**config.mk**
```make
export PLATFORM = sky130hd
export DESIGN_NAME = fpga_passive_serial_loader
export DESIGN_NICKNAME = d
export VERILOG_FILES = /design/src/rtl/core/fpsl_pkg.sv /design/src/rtl/core/fpsl_front.sv /design/src/rtl/core/fpsl_queue.sv /design/src/rtl/core/fpsl_back.sv /design/src/rtl/core/fpga_passive_serial_loader.sv
export SDC_FILE = /design/constraint.sdc
export NUM_CORES = 1
export LEC_CHECK = 0
export ABC_AREA = 0
export BUFFER_PORTS_ARGS = -buffer_cell sky130_fd_sc_hd__buf_2
export CAP_MARGIN = 15
export CORE_MARGIN = 10
export CORE_UTILIZATION = 33
export DETAILED_ROUTE_END_ITERATION = 6
export HOLD_SLACK_MARGIN = 0.1
export PLACE_DENSITY = 0.51
export SLEW_MARGIN = 20
export SYNTH_ARGS = -nofsm -noshare
export SYNTH_HDL_FRONTEND = slang
export SYNTH_SLANG_ARGS = --single-unit
```
**constraint.sdc**
```tcl
create_clock -name clk -period 9 [get_ports clk]
set_input_delay 0.9 -clock clk [delete_from_list [all_inputs] [get_ports clk]]
set_output_delay 0.9 -clock clk [all_outputs]
set_load 0.01 [all_outputs]
```
**src/rtl/core/fpsl_pkg.sv**
```systemverilog
// ----------------------------------------------------------------------------
// fpsl_pkg
// Shared types and constants of the passive-serial FPGA loader.
// ----------------------------------------------------------------------------
package fpsl_pkg;

	localparam int COUNT_BITS_DEF = 16;
	localparam int QUEUE_DEPTH    = 2;

	// input item kinds (carried on tuser)
	localparam logic [1:0] MODE_TICK  = 2'd0;
	localparam logic [1:0] MODE_START = 2'd1;
	localparam logic [1:0] MODE_BYTE  = 2'd2;
	localparam logic [1:0] MODE_END   = 2'd3;

	// sequence phases
	localparam logic [2:0] PH_IDLE    = 3'd0;
	localparam logic [2:0] PH_PULSE   = 3'd1;
	localparam logic [2:0] PH_WAIT    = 3'd2;
	localparam logic [2:0] PH_LOAD    = 3'd3;
	localparam logic [2:0] PH_FINISH  = 3'd4;
	localparam logic [2:0] PH_DONE    = 3'd5;
	localparam logic [2:0] PH_TIMEOUT = 3'd6;
	localparam logic [2:0] PH_SPARE   = 3'd7;

	// nCONFIG pulse parts
	localparam logic [1:0] SUB_HIGH    = 2'd0;
	localparam logic [1:0] SUB_LOW     = 2'd1;
	localparam logic [1:0] SUB_RECOVER = 2'd2;
	localparam logic [1:0] SUB_END     = 2'd3;

	// back-end command kinds
	localparam logic [1:0] CMD_SINGLE = 2'd0;
	localparam logic [1:0] CMD_BYTE   = 2'd1;
	localparam logic [1:0] CMD_PULSE  = 2'd2;

	// register indexes
	localparam logic [1:0] REG_PULSE_HIGH  = 2'd0;
	localparam logic [1:0] REG_PULSE_LOW   = 2'd1;
	localparam logic [1:0] REG_RECOVER     = 2'd2;
	localparam logic [1:0] REG_DONE_TMO    = 2'd3;

	localparam logic [15:0] PULSE_HIGH_RST = 16'd11;
	localparam logic [15:0] PULSE_LOW_RST  = 16'd160;
	localparam logic [15:0] RECOVER_RST    = 16'd107;
	localparam logic [15:0] DONE_TMO_RST   = 16'd10000;

	// number of data bits in a bitstream byte, and last step of a byte burst and of a DCLK pulse
	localparam int          BYTE_BITS      = 8;
	localparam logic [4:0]  BYTE_LAST_STEP = 5'd16;
	localparam logic [4:0]  PULSE_LAST_STEP = 5'd1;

	typedef struct packed {
		logic [15:0] pulse_high_ticks;
		logic [15:0] pulse_low_ticks;
		logic [15:0] recover_ticks;
		logic [15:0] done_timeout;
	} cfg_t;

	// one unit of work for the back end: pin levels and phase after the item
	typedef struct packed {
		logic [1:0] kind;
		logic [7:0] data_byte;
		logic       dclk;
		logic       data0;
		logic       nconfig;
		logic [2:0] phase;
	} cmd_t;

endpackage

```
**src/rtl/core/fpsl_front.sv**
```systemverilog
// ----------------------------------------------------------------------------
// fpsl_front
// Accepts input items, runs the sequence state and issues back-end commands.
// ----------------------------------------------------------------------------
module fpsl_front #(
	parameter int COUNT_BITS = fpsl_pkg::COUNT_BITS_DEF
) (
	input  logic             clk,
	input  logic             arst_n,
	input  fpsl_pkg::cfg_t   cfg,
	input  logic             in_valid,
	output logic             in_ready,
	input  logic [1:0]       mode,
	input  logic [7:0]       data_byte,
	input  logic             nstatus_in,
	input  logic             conf_done_in,
	output logic             cmd_push,
	output fpsl_pkg::cmd_t   cmd,
	input  logic             queue_full
);

	localparam int CW = (COUNT_BITS > 16) ? COUNT_BITS : 16;

	logic [2:0]            phase_q;
	logic [1:0]            sub_q;
	logic [COUNT_BITS-1:0] cnt_q;
	logic                  dclk_q;
	logic                  data0_q;
	logic                  nconfig_q;

	logic [2:0]            ph_n;
	logic [1:0]            sub_n;
	logic [COUNT_BITS-1:0] cnt_n;
	logic                  dclk_n;
	logic                  d0_n;
	logic                  nc_n;
	logic [1:0]            kind_n;
	logic                  accept;

	logic [COUNT_BITS-1:0] tgt_high;
	logic [COUNT_BITS-1:0] tgt_low;
	logic [COUNT_BITS-1:0] tgt_rec;
	logic [COUNT_BITS-1:0] tgt_tmo;

	// registers above the counter range act as the counter's largest value
	function automatic logic [COUNT_BITS-1:0] clip_f(input logic [15:0] v);
		logic [CW-1:0] ext;
		begin
			ext = CW'(v);
			if ((ext >> COUNT_BITS) != '0)
				clip_f = '1;
			else
				clip_f = ext[COUNT_BITS-1:0];
		end
	endfunction

	assign tgt_high = clip_f(cfg.pulse_high_ticks);
	assign tgt_low  = clip_f(cfg.pulse_low_ticks);
	assign tgt_rec  = clip_f(cfg.recover_ticks);
	assign tgt_tmo  = clip_f(cfg.done_timeout);

	assign in_ready = !queue_full;
	assign accept   = in_valid && in_ready;
	assign cmd_push = accept;

	always_comb begin
		logic                  settle;
		logic [COUNT_BITS-1:0] tgt;
		settle = 1'b0;
		tgt    = tgt_high;
		ph_n   = phase_q;
		sub_n  = sub_q;
		cnt_n  = cnt_q;
		dclk_n = dclk_q;
		d0_n   = data0_q;
		nc_n   = nconfig_q;
		kind_n = fpsl_pkg::CMD_SINGLE;

		if (mode == fpsl_pkg::MODE_START && (phase_q inside {fpsl_pkg::PH_IDLE,
				fpsl_pkg::PH_DONE, fpsl_pkg::PH_TIMEOUT, fpsl_pkg::PH_SPARE})) begin
			dclk_n = 1'b0;
			ph_n   = fpsl_pkg::PH_PULSE;
			sub_n  = fpsl_pkg::SUB_HIGH;
			cnt_n  = '0;
			settle = 1'b1;
		end else if (mode == fpsl_pkg::MODE_TICK && phase_q == fpsl_pkg::PH_PULSE) begin
			if (cnt_q != '1)
				cnt_n = cnt_q + 1'b1;
			settle = 1'b1;
		end else if (mode == fpsl_pkg::MODE_TICK && phase_q == fpsl_pkg::PH_WAIT) begin
			if (nstatus_in) begin
				ph_n  = fpsl_pkg::PH_LOAD;
				cnt_n = '0;
			end
		end else if (mode == fpsl_pkg::MODE_BYTE && phase_q == fpsl_pkg::PH_LOAD) begin
			kind_n = fpsl_pkg::CMD_BYTE;
			d0_n   = data_byte[fpsl_pkg::BYTE_BITS-1];
			dclk_n = 1'b0;
		end else if (mode == fpsl_pkg::MODE_END && phase_q == fpsl_pkg::PH_LOAD) begin
			ph_n  = fpsl_pkg::PH_FINISH;
			cnt_n = '0;
		end else if (mode == fpsl_pkg::MODE_TICK && phase_q == fpsl_pkg::PH_FINISH) begin
			if (cnt_q >= tgt_tmo) begin
				ph_n = fpsl_pkg::PH_TIMEOUT;
			end else if (conf_done_in) begin
				ph_n = fpsl_pkg::PH_DONE;
			end else begin
				kind_n = fpsl_pkg::CMD_PULSE;
				dclk_n = 1'b0;
				cnt_n  = cnt_q + 1'b1;
			end
		end

		// skip every finished part of the pulse (zero-length parts too)
		if (settle) begin
			for (int i = 0; i < 3; i++) begin
				case (sub_n)
					fpsl_pkg::SUB_HIGH:    tgt = tgt_high;
					fpsl_pkg::SUB_LOW:     tgt = tgt_low;
					default:               tgt = tgt_rec;
				endcase
				if (sub_n != fpsl_pkg::SUB_END && cnt_n >= tgt) begin
					sub_n = sub_n + 2'd1;
					cnt_n = '0;
				end
			end
			nc_n = (sub_n != fpsl_pkg::SUB_LOW);
			if (sub_n == fpsl_pkg::SUB_END)
				ph_n = fpsl_pkg::PH_WAIT;
		end
	end

	always_comb begin
		cmd.kind      = kind_n;
		cmd.data_byte = data_byte;
		cmd.dclk      = dclk_n;
		cmd.data0     = d0_n;
		cmd.nconfig   = nc_n;
		cmd.phase     = ph_n;
	end

	always_ff @(posedge clk or negedge arst_n) begin
		if (!arst_n) begin
			phase_q   <= fpsl_pkg::PH_IDLE;
			sub_q     <= fpsl_pkg::SUB_HIGH;
			cnt_q     <= '0;
			dclk_q    <= 1'b0;
			data0_q   <= 1'b0;
			nconfig_q <= 1'b1;
		end else if (accept) begin
			phase_q   <= ph_n;
			sub_q     <= sub_n;
			cnt_q     <= cnt_n;
			dclk_q    <= dclk_n;
			data0_q   <= d0_n;
			nconfig_q <= nc_n;
		end
	end

endmodule

```
**src/rtl/core/fpsl_queue.sv**
```systemverilog
// ----------------------------------------------------------------------------
// fpsl_queue
// Short command queue between the front and back ends.
// ----------------------------------------------------------------------------
module fpsl_queue #(
	parameter int DEPTH = fpsl_pkg::QUEUE_DEPTH
) (
	input  logic           clk,
	input  logic           arst_n,
	input  logic           push,
	input  fpsl_pkg::cmd_t push_data,
	output logic           full,
	input  logic           pop,
	output fpsl_pkg::cmd_t pop_data,
	output logic           not_empty
);

	localparam int AW = (DEPTH > 1) ? $clog2(DEPTH) : 1;

	fpsl_pkg::cmd_t mem_q [DEPTH];
	logic [AW:0]    wptr_q;
	logic [AW:0]    rptr_q;

	assign full      = (wptr_q[AW] != rptr_q[AW]) && (wptr_q[AW-1:0] == rptr_q[AW-1:0]);
	assign not_empty = (wptr_q != rptr_q);
	assign pop_data  = mem_q[rptr_q[AW-1:0]];

	always_ff @(posedge clk) begin
		if (push && !full)
			mem_q[wptr_q[AW-1:0]] <= push_data;
	end

	always_ff @(posedge clk or negedge arst_n) begin
		if (!arst_n) begin
			wptr_q <= '0;
			rptr_q <= '0;
		end else begin
			if (push && !full)
				wptr_q <= wptr_q + 1'b1;
			if (pop && not_empty)
				rptr_q <= rptr_q + 1'b1;
		end
	end

endmodule

```
**src/rtl/core/fpsl_back.sv**
```systemverilog
// ----------------------------------------------------------------------------
// fpsl_back
// Expands commands into pin-state results, one per cycle while out_ready is high.
// ----------------------------------------------------------------------------
module fpsl_back (
	input  logic           clk,
	input  logic           arst_n,
	input  logic           cmd_valid,
	input  fpsl_pkg::cmd_t cmd,
	output logic           cmd_pop,
	output logic           out_valid,
	input  logic           out_ready,
	output logic           dclk_out,
	output logic           data0_out,
	output logic           nconfig_out,
	output logic [2:0]     phase,
	output logic           last_of_run
);

	fpsl_pkg::cmd_t cur_q;
	logic           busy_q;
	logic [4:0]     step_q;
	logic [4:0]     last_step;
	logic           advance;
	logic           load;

	always_comb begin
		case (cur_q.kind)
			fpsl_pkg::CMD_BYTE:  last_step = fpsl_pkg::BYTE_LAST_STEP;
			fpsl_pkg::CMD_PULSE: last_step = fpsl_pkg::PULSE_LAST_STEP;
			default:             last_step = '0;
		endcase
	end

	assign last_of_run = (step_q == last_step);
	assign out_valid   = busy_q;
	assign advance     = busy_q && out_ready;
	assign load        = !busy_q || (advance && last_of_run);
	assign cmd_pop     = load && cmd_valid;

	// byte burst: even steps put the bit with DCLK low, odd steps raise DCLK,
	// the closing step drops DCLK and keeps the last bit
	always_comb begin
		dclk_out    = cur_q.dclk;
		data0_out   = cur_q.data0;
		nconfig_out = cur_q.nconfig;
		phase       = cur_q.phase;
		case (cur_q.kind)
			fpsl_pkg::CMD_BYTE: begin
				if (step_q == fpsl_pkg::BYTE_LAST_STEP) begin
					dclk_out  = 1'b0;
					data0_out = cur_q.data_byte[fpsl_pkg::BYTE_BITS-1];
				end else begin
					dclk_out  = step_q[0];
					data0_out = cur_q.data_byte[step_q[3:1]];
				end
			end
			fpsl_pkg::CMD_PULSE: dclk_out = (step_q == '0);
			default: ;
		endcase
	end

	always_ff @(posedge clk) begin
		if (load && cmd_valid)
			cur_q <= cmd;
	end

	always_ff @(posedge clk or negedge arst_n) begin
		if (!arst_n) begin
			busy_q <= 1'b0;
			step_q <= '0;
		end else if (load) begin
			busy_q <= cmd_valid;
			step_q <= '0;
		end else if (advance) begin
			step_q <= step_q + 5'd1;
		end
	end

endmodule

```
**src/rtl/core/fpga_passive_serial_loader.sv**
```systemverilog
// ----------------------------------------------------------------------------
// fpga_passive_serial_loader
// Passive-serial FPGA configuration sequencer with stream ports and APB setup.
// ----------------------------------------------------------------------------
// Each input transfer carries a mode (tick, start, data byte, end of data)
// plus the sampled nSTATUS and CONF_DONE pins; each output transfer is one
// pin state (DCLK, DATA0, nCONFIG) with the current phase, and tlast marks
// the final state caused by an input item. A start runs the nCONFIG pulse
// (high, low, high, lengths counted in ticks), ticks then wait for nSTATUS,
// each data byte goes out LSB first as 17 states, and after end of data each
// tick either reports done, gives one more DCLK pulse, or reports timeout.
// Each state is one output transfer: most items give one state, a finishing
// tick that pulses DCLK gives 2 and a data byte 17. The back-end expander
// gives one pin state per cycle unless m_tready stalls it. Items are taken
// every cycle while the two-entry command queue has room, so input keeps
// flowing while a result waits on the output.
// Registers (APB, byte address 4*i): 0 pulse_high_ticks, 1 pulse_low_ticks,
// 2 recover_ticks, 3 done_timeout, 16 bits each; write only while idle.
// ----------------------------------------------------------------------------
module fpga_passive_serial_loader #(
	parameter int COUNT_BITS = fpsl_pkg::COUNT_BITS_DEF
) (
	input  logic        clk,
	input  logic        arst_n,
	// APB configuration port
	input  logic        psel,
	input  logic        penable,
	input  logic        pwrite,
	input  logic [3:0]  paddr,
	input  logic [31:0] pwdata,
	output logic [31:0] prdata,
	output logic        pready,
	// input stream
	input  logic        s_tvalid,
	output logic        s_tready,
	input  logic [15:0] s_tdata,  // [7:0] data_byte, [8] nstatus_in, [9] conf_done_in
	input  logic [1:0]  s_tuser,  // [1:0] mode
	// output stream
	output logic        m_tvalid,
	input  logic        m_tready,
	output logic [7:0]  m_tdata,  // [0] dclk_out, [1] data0_out, [2] nconfig_out, [5:3] phase
	output logic        m_tlast   // last_of_run
);

	fpsl_pkg::cfg_t cfg_q;
	fpsl_pkg::cmd_t f_cmd;
	fpsl_pkg::cmd_t q_cmd;
	logic           f_push;
	logic           q_full;
	logic           q_valid;
	logic           b_pop;
	logic           wr_en;
	logic           dclk_w;
	logic           data0_w;
	logic           nconfig_w;
	logic [2:0]     phase_w;

	// ---- configuration registers ----
	assign pready = 1'b1;
	assign wr_en  = psel && penable && pwrite && pready;

	always_ff @(posedge clk or negedge arst_n) begin
		if (!arst_n) begin
			cfg_q.pulse_high_ticks <= fpsl_pkg::PULSE_HIGH_RST;
			cfg_q.pulse_low_ticks  <= fpsl_pkg::PULSE_LOW_RST;
			cfg_q.recover_ticks    <= fpsl_pkg::RECOVER_RST;
			cfg_q.done_timeout     <= fpsl_pkg::DONE_TMO_RST;
		end else if (wr_en) begin
			case (paddr[3:2])
				fpsl_pkg::REG_PULSE_HIGH: cfg_q.pulse_high_ticks <= pwdata[15:0];
				fpsl_pkg::REG_PULSE_LOW:  cfg_q.pulse_low_ticks  <= pwdata[15:0];
				fpsl_pkg::REG_RECOVER:    cfg_q.recover_ticks    <= pwdata[15:0];
				fpsl_pkg::REG_DONE_TMO:   cfg_q.done_timeout     <= pwdata[15:0];
				default: ;
			endcase
		end
	end

	always_comb begin
		case (paddr[3:2])
			fpsl_pkg::REG_PULSE_HIGH: prdata = {16'd0, cfg_q.pulse_high_ticks};
			fpsl_pkg::REG_PULSE_LOW:  prdata = {16'd0, cfg_q.pulse_low_ticks};
			fpsl_pkg::REG_RECOVER:    prdata = {16'd0, cfg_q.recover_ticks};
			fpsl_pkg::REG_DONE_TMO:   prdata = {16'd0, cfg_q.done_timeout};
			default:                  prdata = '0;
		endcase
	end

	// ---- front end: sequence state, one command per accepted item ----
	fpsl_front #(
		.COUNT_BITS(COUNT_BITS)
	) u_front (
		.clk         (clk),
		.arst_n      (arst_n),
		.cfg         (cfg_q),
		.in_valid    (s_tvalid),
		.in_ready    (s_tready),
		.mode        (s_tuser),
		.data_byte   (s_tdata[7:0]),
		.nstatus_in  (s_tdata[8]),
		.conf_done_in(s_tdata[9]),
		.cmd_push    (f_push),
		.cmd         (f_cmd),
		.queue_full  (q_full)
	);

	// ---- command queue decouples the two ends ----
	fpsl_queue #(
		.DEPTH(fpsl_pkg::QUEUE_DEPTH)
	) u_queue (
		.clk      (clk),
		.arst_n   (arst_n),
		.push     (f_push),
		.push_data(f_cmd),
		.full     (q_full),
		.pop      (b_pop),
		.pop_data (q_cmd),
		.not_empty(q_valid)
	);

	// ---- back end: expands commands into pin states ----
	fpsl_back u_back (
		.clk        (clk),
		.arst_n     (arst_n),
		.cmd_valid  (q_valid),
		.cmd        (q_cmd),
		.cmd_pop    (b_pop),
		.out_valid  (m_tvalid),
		.out_ready  (m_tready),
		.dclk_out   (dclk_w),
		.data0_out  (data0_w),
		.nconfig_out(nconfig_w),
		.phase      (phase_w),
		.last_of_run(m_tlast)
	);

	assign m_tdata = {2'b00, phase_w, nconfig_w, data0_w, dclk_w};

endmodule

```
; Word-level counts from Yosys, hierarchy flattened
; Memories as Yosys holds them, arrays and structs flattened. A register that Yosys moved wholly into a read port is not among the register bits.
; Cells that the tools add are included.
[op_classes]
reduce_logical = 34
n_mux = 76
magnitude_cmp = 5
addsub = 7
n_eq_ne = 29
[op_table]
columns = op, n
row1 = $mux W16, 19
row2 = $pmux W32 S4, 1
row3 = $pmux W16 S2, 3
row4 = $ge A16 B16 Y1, 4
row5 = $mux W3, 11
row6 = $mux W2, 16
row7 = $mux W1, 21
row8 = $logic_and A1 B1 Y1, 18
row9 = $add A16 B1 Y16 const B, 1
row10 = $ne A16 B16 Y1 const B, 1
row11 = $eq A2 B1 Y1 const B, 6
row12 = $eq A2 B2 Y1 const B, 6
row13 = $eq A3 B3 Y1 const B, 4
row14 = $add A2 B1 Y2 const B, 5
row15 = $logic_not A2 Y1, 5
row16 = $mux W5, 2
row17 = $pmux W5 S2, 1
row18 = $reduce_and A2 Y1, 4
row19 = $eq A3 B2 Y1 const B, 2
row20 = $ne A2 B2 Y1 const B, 3
row21 = $add A5 B1 Y5 const B, 1
row22 = $eq A5 B5 Y1, 1
row23 = $eq A5 B5 Y1 const B, 1
row24 = $logic_not A5 Y1, 1
row25 = other kinds (13), 14
[word_totals]
inputBits = 61
ff_bits = 98
memories = 1
output_inout_bits = 44
ramBits = 32
[mem_list]
columns = name, depth, word_bits, read_ports, rd_ports_with_merged_regs, write_ports, line_no
row1 = u_queue.mem_q, 2, 16, 1, 1, 1, fpsl_queue.sv:20  ; fpsl_pkg::cmd_t mem_q [DEPTH];

; Longest topological paths before layout
[logic_depth]
depth_word = 30
depth_mapped = 48

; Cells and area by module
; From an unflattened synthesis, not the netlist that was laid out.
[hier_totals]
cells_unflattened = 1058
area_unflattened_um2 = 10674.0
[modules_own_cells]
columns = module, area_per_inst_um2, instances, cells_per_inst
row1 = fpsl_front, 5167.5, 1, 718
row2 = fpga_passive_serial_loader, 3061.7, 1, 185
row3 = fpsl_queue, 1420.1, 1, 80
row4 = fpsl_back, 1024.7, 1, 75

; Least setup slack after synthesis
; No wires, ideal clock.
[synth_path]
path_kind = input to register
from = input s_tuser[0]
to = memory u_queue.mem_q[0][0] in the netlist's numbering (data pin)
stages = 45
path_slack_ps = -1103
t_arrival_ps = 9846
setup_time_ps = 258
required_ps = 8742
cell_sequence = buf_2 > inv_1 > nor2_1 > o21ai_4 > nand2_1 > clkbuf_1 > ha_1 > clkbuf_1 > clkbuf_1 > a221o_1 > o21ai_0 > ha_1 > o2111ai_1 > a311oi_1 > nor2_1 > a211oi_4 > buf_6 > nand2_2 > (+9 left out) > a211o_1 > o211ai_1 > a21oi_1 > or2_2 > xnor2_2 > inv_1 > ha_1 > clkbuf_1 > nor2_1 > clkbuf_1 > a21oi_1 > ha_1 > nand4_1 > or2_2 > o22ai_1 > and3_1 > mux2i_2 > and2_1
[synth_lines]
columns = item, line_no
row1 = from (decl), fpga_passive_serial_loader.sv:37  ; input logic [1:0] s_tuser,
row2 = to (decl), fpsl_queue.sv:20

; Final worst setup path
[layout_path]
from = register cfg_q[10] in the netlist's numbering
to = register u_front.cnt_q[13]
[layout_between]
elab_chain_cells = 26
[layout_rtl]
columns = item, line_no
row1 = from (decl), fpga_passive_serial_loader.sv:45  ; fpsl_pkg::cfg_t cfg_q;
row2 = $ge A16 B16 Y1 (*), fpsl_front.sv:103  ; if (cnt_q >= tgt_tmo) begin
row3 = $mux W16 (*), fpsl_front.sv:103
row4 = $mux W16 (*), fpsl_front.sv:102  ; end else if (mode == fpsl_pkg::MODE_TICK && phase_q == fpsl_pkg::PH_FINISH) begin
row5 = $mux W16 (*), fpsl_front.sv:99  ; end else if (mode == fpsl_pkg::MODE_END && phase_q == fpsl_pkg::PH_LOAD) begin
row6 = $mux W16 (*), fpsl_front.sv:95  ; end else if (mode == fpsl_pkg::MODE_BYTE && phase_q == fpsl_pkg::PH_LOAD) begin
row7 = $mux W16 (*), fpsl_front.sv:90  ; end else if (mode == fpsl_pkg::MODE_TICK && phase_q == fpsl_pkg::PH_WAIT) begin
row8 = $mux W16 (*), fpsl_front.sv:86  ; end else if (mode == fpsl_pkg::MODE_TICK && phase_q == fpsl_pkg::PH_PULSE) begin
row9 = $mux W16 (*), fpsl_front.sv:79  ; if (mode == fpsl_pkg::MODE_START && (phase_q inside {fpsl_pkg::PH_IDLE,
row10 = (+10 left out), n/a
row11 = $mux W2, fpsl_front.sv:115  ; if (settle) begin
row12 = $eq A2 B1 Y1 / $logic_not A2 Y1 (equally long branches), fpsl_front.sv:117  ; case (sub_n)
row13 = $pmux W16 S2, fpsl_front.sv:117
row14 = $mux W16, fpsl_front.sv:115
row15 = $ge A16 B16 Y1, fpsl_front.sv:122  ; if (sub_n != fpsl_pkg::SUB_END && cnt_n >= tgt) begin
row16 = $logic_and A1 B1 Y1, fpsl_front.sv:122
row17 = $mux W16, fpsl_front.sv:122
row18 = $mux W16 (*), fpsl_front.sv:115
row19 = to (signal assigned), fpsl_front.sv:153  ; cnt_q <= cnt_n;
row20 = to (decl), fpsl_front.sv:26  ; logic [COUNT_BITS-1:0] cnt_q;
; Every way passes the cells marked *; elsewhere a longest branch is shown, timed or not. The select of a mux whose other input is x is not followed.
; A chain may end at the register's enable or synchronous reset.

==> metrics.log <==
[metrics] kind of end point of the critical path: flop
[metrics] static leakage: roughly 6.0 nW
[metrics] top library cells by usage in the layout, fill and taps aside: buf_4 (199), mux2_2 (84), dfrtp_1 (82)
[metrics] number of antenna violations at the first check in global routing: 0
[metrics] RSZ-0062 raised after global routing: yes
[metrics] Synth top area share: 0.197
[metrics] DRC violations left: 0
[metrics] overall die height: 197 µm
[metrics] Layout Area Growth over Synthesis: 32.1%
[metrics] hold buffer count at CTS: 0
[metrics] maximum ir drop on the vdd rail: 282 µV
[metrics] placer's final routability congestion estimate: 0.902
[metrics] clock buffers created by TritonCTS: 17
[metrics] number of vias per cell after detailed routing: 5.31
[metrics] Syn Area/Cell: 10.1 µm²
[metrics] Routed WL: around 32000 µm
[metrics] post-synthesis instance total: 1025
[metrics] CTS clock-pin slew for the worst setup and hold paths: 70 ps
[metrics] power density over cell area: 464 mW/mm²
[metrics] # Max-Cap Violations: 0
[metrics] setup violation total in the final timing report: 0
[metrics] Diodes inserted: 0
[metrics] Clock Tree Buf Depth: 2
[metrics] critical path start-end classification: reg -> reg
[metrics] main flop type after synthesis: dfrtp_1
[metrics] dominant cell type by area after synthesis: dfrtp_1
[metrics] portion of the clock cycle consumed by the worst path in the final layout: 0.989
[metrics] first-pass GRT wire length: 50500 µm
[metrics] number of global-route vias before repair: 8909
[metrics] largest net degree at the start of global routing: 52
[metrics] share of synthesized registers carrying an async set or reset: 0.671
[metrics] HPWL after DPL: 24100 µm
[metrics] Hold Vio Cnt, Final: 0
[metrics] most frequent standard cell in the layout excluding fill and tap cells: buf_4
[metrics] headroom to the max-slew limit: 0.417
[metrics] CP Max Fanout: 10
[metrics] layout cells sized above 1: 0.422
[metrics] transition time at the pin with the least slew margin: 875 ps
[metrics] overflow left after global routing: 0
[metrics] top area cells in the synthesized netlist: dfrtp_1 (20%), edfxtp_1 (14%), ha_1 (9.4%)
[metrics] standard-cell row count: 64
[metrics] number of distinct library cells after synthesis: 82
[metrics] starting density of the core: 0.337
[metrics] clock insertion delay at the later pin of the skew report: between 400 and 500 ps
[metrics] cell mode on critical path: buf_6
[metrics] data arrival time of the worst path: 9230 ps
[metrics] number of violations reported at the end of detailed-routing iteration 0: between 500 and 600
[metrics] count of H-tree levels built during CTS: 4
[metrics] final worst hold slack: 477 ps
[metrics] slowest CP cell: dfstp_2
[metrics] Highest Clock Rate: 112 MHz
[metrics] mapped cell area: 0.0104 mm²
[metrics] skew final: 14.2 ps
[metrics] required arrival time at the worst endpoint: 9330 ps
[metrics] Boundary Pins: approximately 110
[metrics] Core ar.: 0.0308 mm²
[metrics] clock net sink count: 146
[metrics] slowest cell delay on critical path: 590 ps
[metrics] TritonCTS clock tree: built
[metrics] Seq/Total Area, Yosys: 0.377
[metrics] Routed WL per cell: 19.3 µm
[metrics] kind of path behind the tightest hold check: reg -> reg
[metrics] Die Span X: between 150 and 200 µm
[metrics] crit start category: flop
[metrics] via total after detailed routing: 8858
[metrics] Port Buffers: 61
[metrics] number of enable flip-flop cells after synthesis: 48
[metrics] die area: just under 0.04 mm²
[metrics] Final Net Count: 1399
[metrics] post-detailed-route count of antenna-violating nets: 0
[metrics] GRT Util Overall: 0.164
[metrics] total chip power: around 0.0064 W
[metrics] flip-flop and latch count after synthesis: 146
[metrics] number of warning messages in the yosys log: 0
[metrics] Pins Over Slew Limit: 0
[metrics] min cycle time layout: 8900 ps
[metrics] router iterations before antenna repair: 5
[metrics] status: finished clean
[metrics] CTS root buf: clkbuf_16
stage by stage:
step / setup TNS (ps) / worst slack [ps] / instances / instance area, µm² / util
final: 0 / 102 / 1669 / 13700 / 0.445
after CTS: 0 / 0.597 / 1658 / 13300 / 0.432
after floorplan: 0 / 21.8 / 1042 / 10500 / -
after global placement: -14780 / -682 / 1612 / 12400 / 0.402
after global routing: -7470 / -378 / 1669 / 13700 / 0.445
after detailed placement: -16010 / -740 / 1612 / 12400 / 0.402
state kept, by name (all words and copies together), names as in the netlist:
signal,cells
u_back.out_valid,1
u_back.nconfig_out,1
u_front.phase_q,3
u_back.step_q,5
u_front.dclk_q,1
u_front.data0_q,1
u_queue.rptr_q,2
u_front.cnt_q,16
u_back.cur_q,12
u_queue.mem_q,32
u_back.phase,3
u_queue.wptr_q,2
u_front.nconfig_q,1
u_front.sub_q,2
cfg_q,64
routing by layer:
layer | global-route usage | vias to the layer above | wire, µm
met2 | 0.267 | 188 | 15300
li1 | - | 4295 | -
met4 | 0.0490 | 0 | 589
met1 | 0.218 | 4339 | 15000
met3 | 0.0284 | 36 | 1300
met5 | 0 | - | 0
final timing paths:
check	slack, ps	depth (start not counted)	end	from
max	100	49	u_front.cnt_q[13]$_DFFE_PN0P_	cfg_q[10]$_DFFE_PN1P_
min	480	1	u_front.dclk_q$_DFFE_PN0P_	u_front.dclk_q$_DFFE_PN0P_
max reg2reg	100	49	u_front.cnt_q[13]$_DFFE_PN0P_	cfg_q[10]$_DFFE_PN1P_
min reg2reg	480	1	u_front.dclk_q$_DFFE_PN0P_	u_front.dclk_q$_DFFE_PN0P_
max in group asynchronous	7380	2	u_front.sub_q[0]$_DFFE_PN0P_	arst_n
min in group asynchronous	490	1	cfg_q[3]$_DFFE_PN0P_	arst_n
power breakdown:
| group | leakage [nW] | switching, W | internal [W] |
|---|---|---|---|
| registers | 1.63 | 0.000175 | 0.000911 |
| logic | 4.11 | 0.00237 | 0.00218 |
| clock network | 0.297 | 0.000347 | 0.000401 |
final cells by class:
class                           count  area [µm²]
Multi-Input combinational cell    768        6450
Tap cell                          396         495
Timing Repair Buffer              280        2070
Fill cell                        2923       17100
Clock buffer                       17         425
Clock inverter                     15         184
Sequential cell                   146        3910
Inverter                           47         184
logic make-up (layout without fill, tap and decap cells):
kind of cell | count (synthesis) | count (layout) | share of synthesized area
other | 2 | 19 | 0.000723
adders and majority gates | 78 | 78 | 0.0939
muxes | 110 | 110 | 0.138
and+or+nand+nor | 257 | 257 | 0.120
AOI/OAI and AO/OA | 282 | 282 | 0.193
buffers and inverters | 128 | 359 | 0.0581
xor gates and xnor gates | 22 | 22 | 0.0200
DFF | 146 | 146 | 0.377
critical path, delay by kind of cell (launching register included):
family	cells	cell delay, ps
buffers and inverters	14	1730
DFF	1	590
adders and majority gates	6	1530
and+or+nand+nor	6	880
AOI/OAI and AO/OA	22	3900
xor gates and xnor gates	1	140
synthesized netlist by cell type (16+ instances only):
master	count
mux2_2	84
a21oi_1	83
dfrtp_1	82
nand2_1	79
ha_1	78
nor2_1	64
edfxtp_1	48
inv_1	43
clkbuf_1	38
o21ai_0	37
a22o_1	32
nand3_1	27
buf_4	25
mux4_2	18
nor3_1	17
a221o_1	16
dfstp_2	16
timing repair:
| action | CTS | global route |
|---|---|---|
| endpoints found under the setup margin | 27 | 27 |
| setup buffers | 14 | 13 |
| resized for setup | 50 | 63 |
| pin swaps | 25 | 57 |
Power figures use the tool's default switching activity.
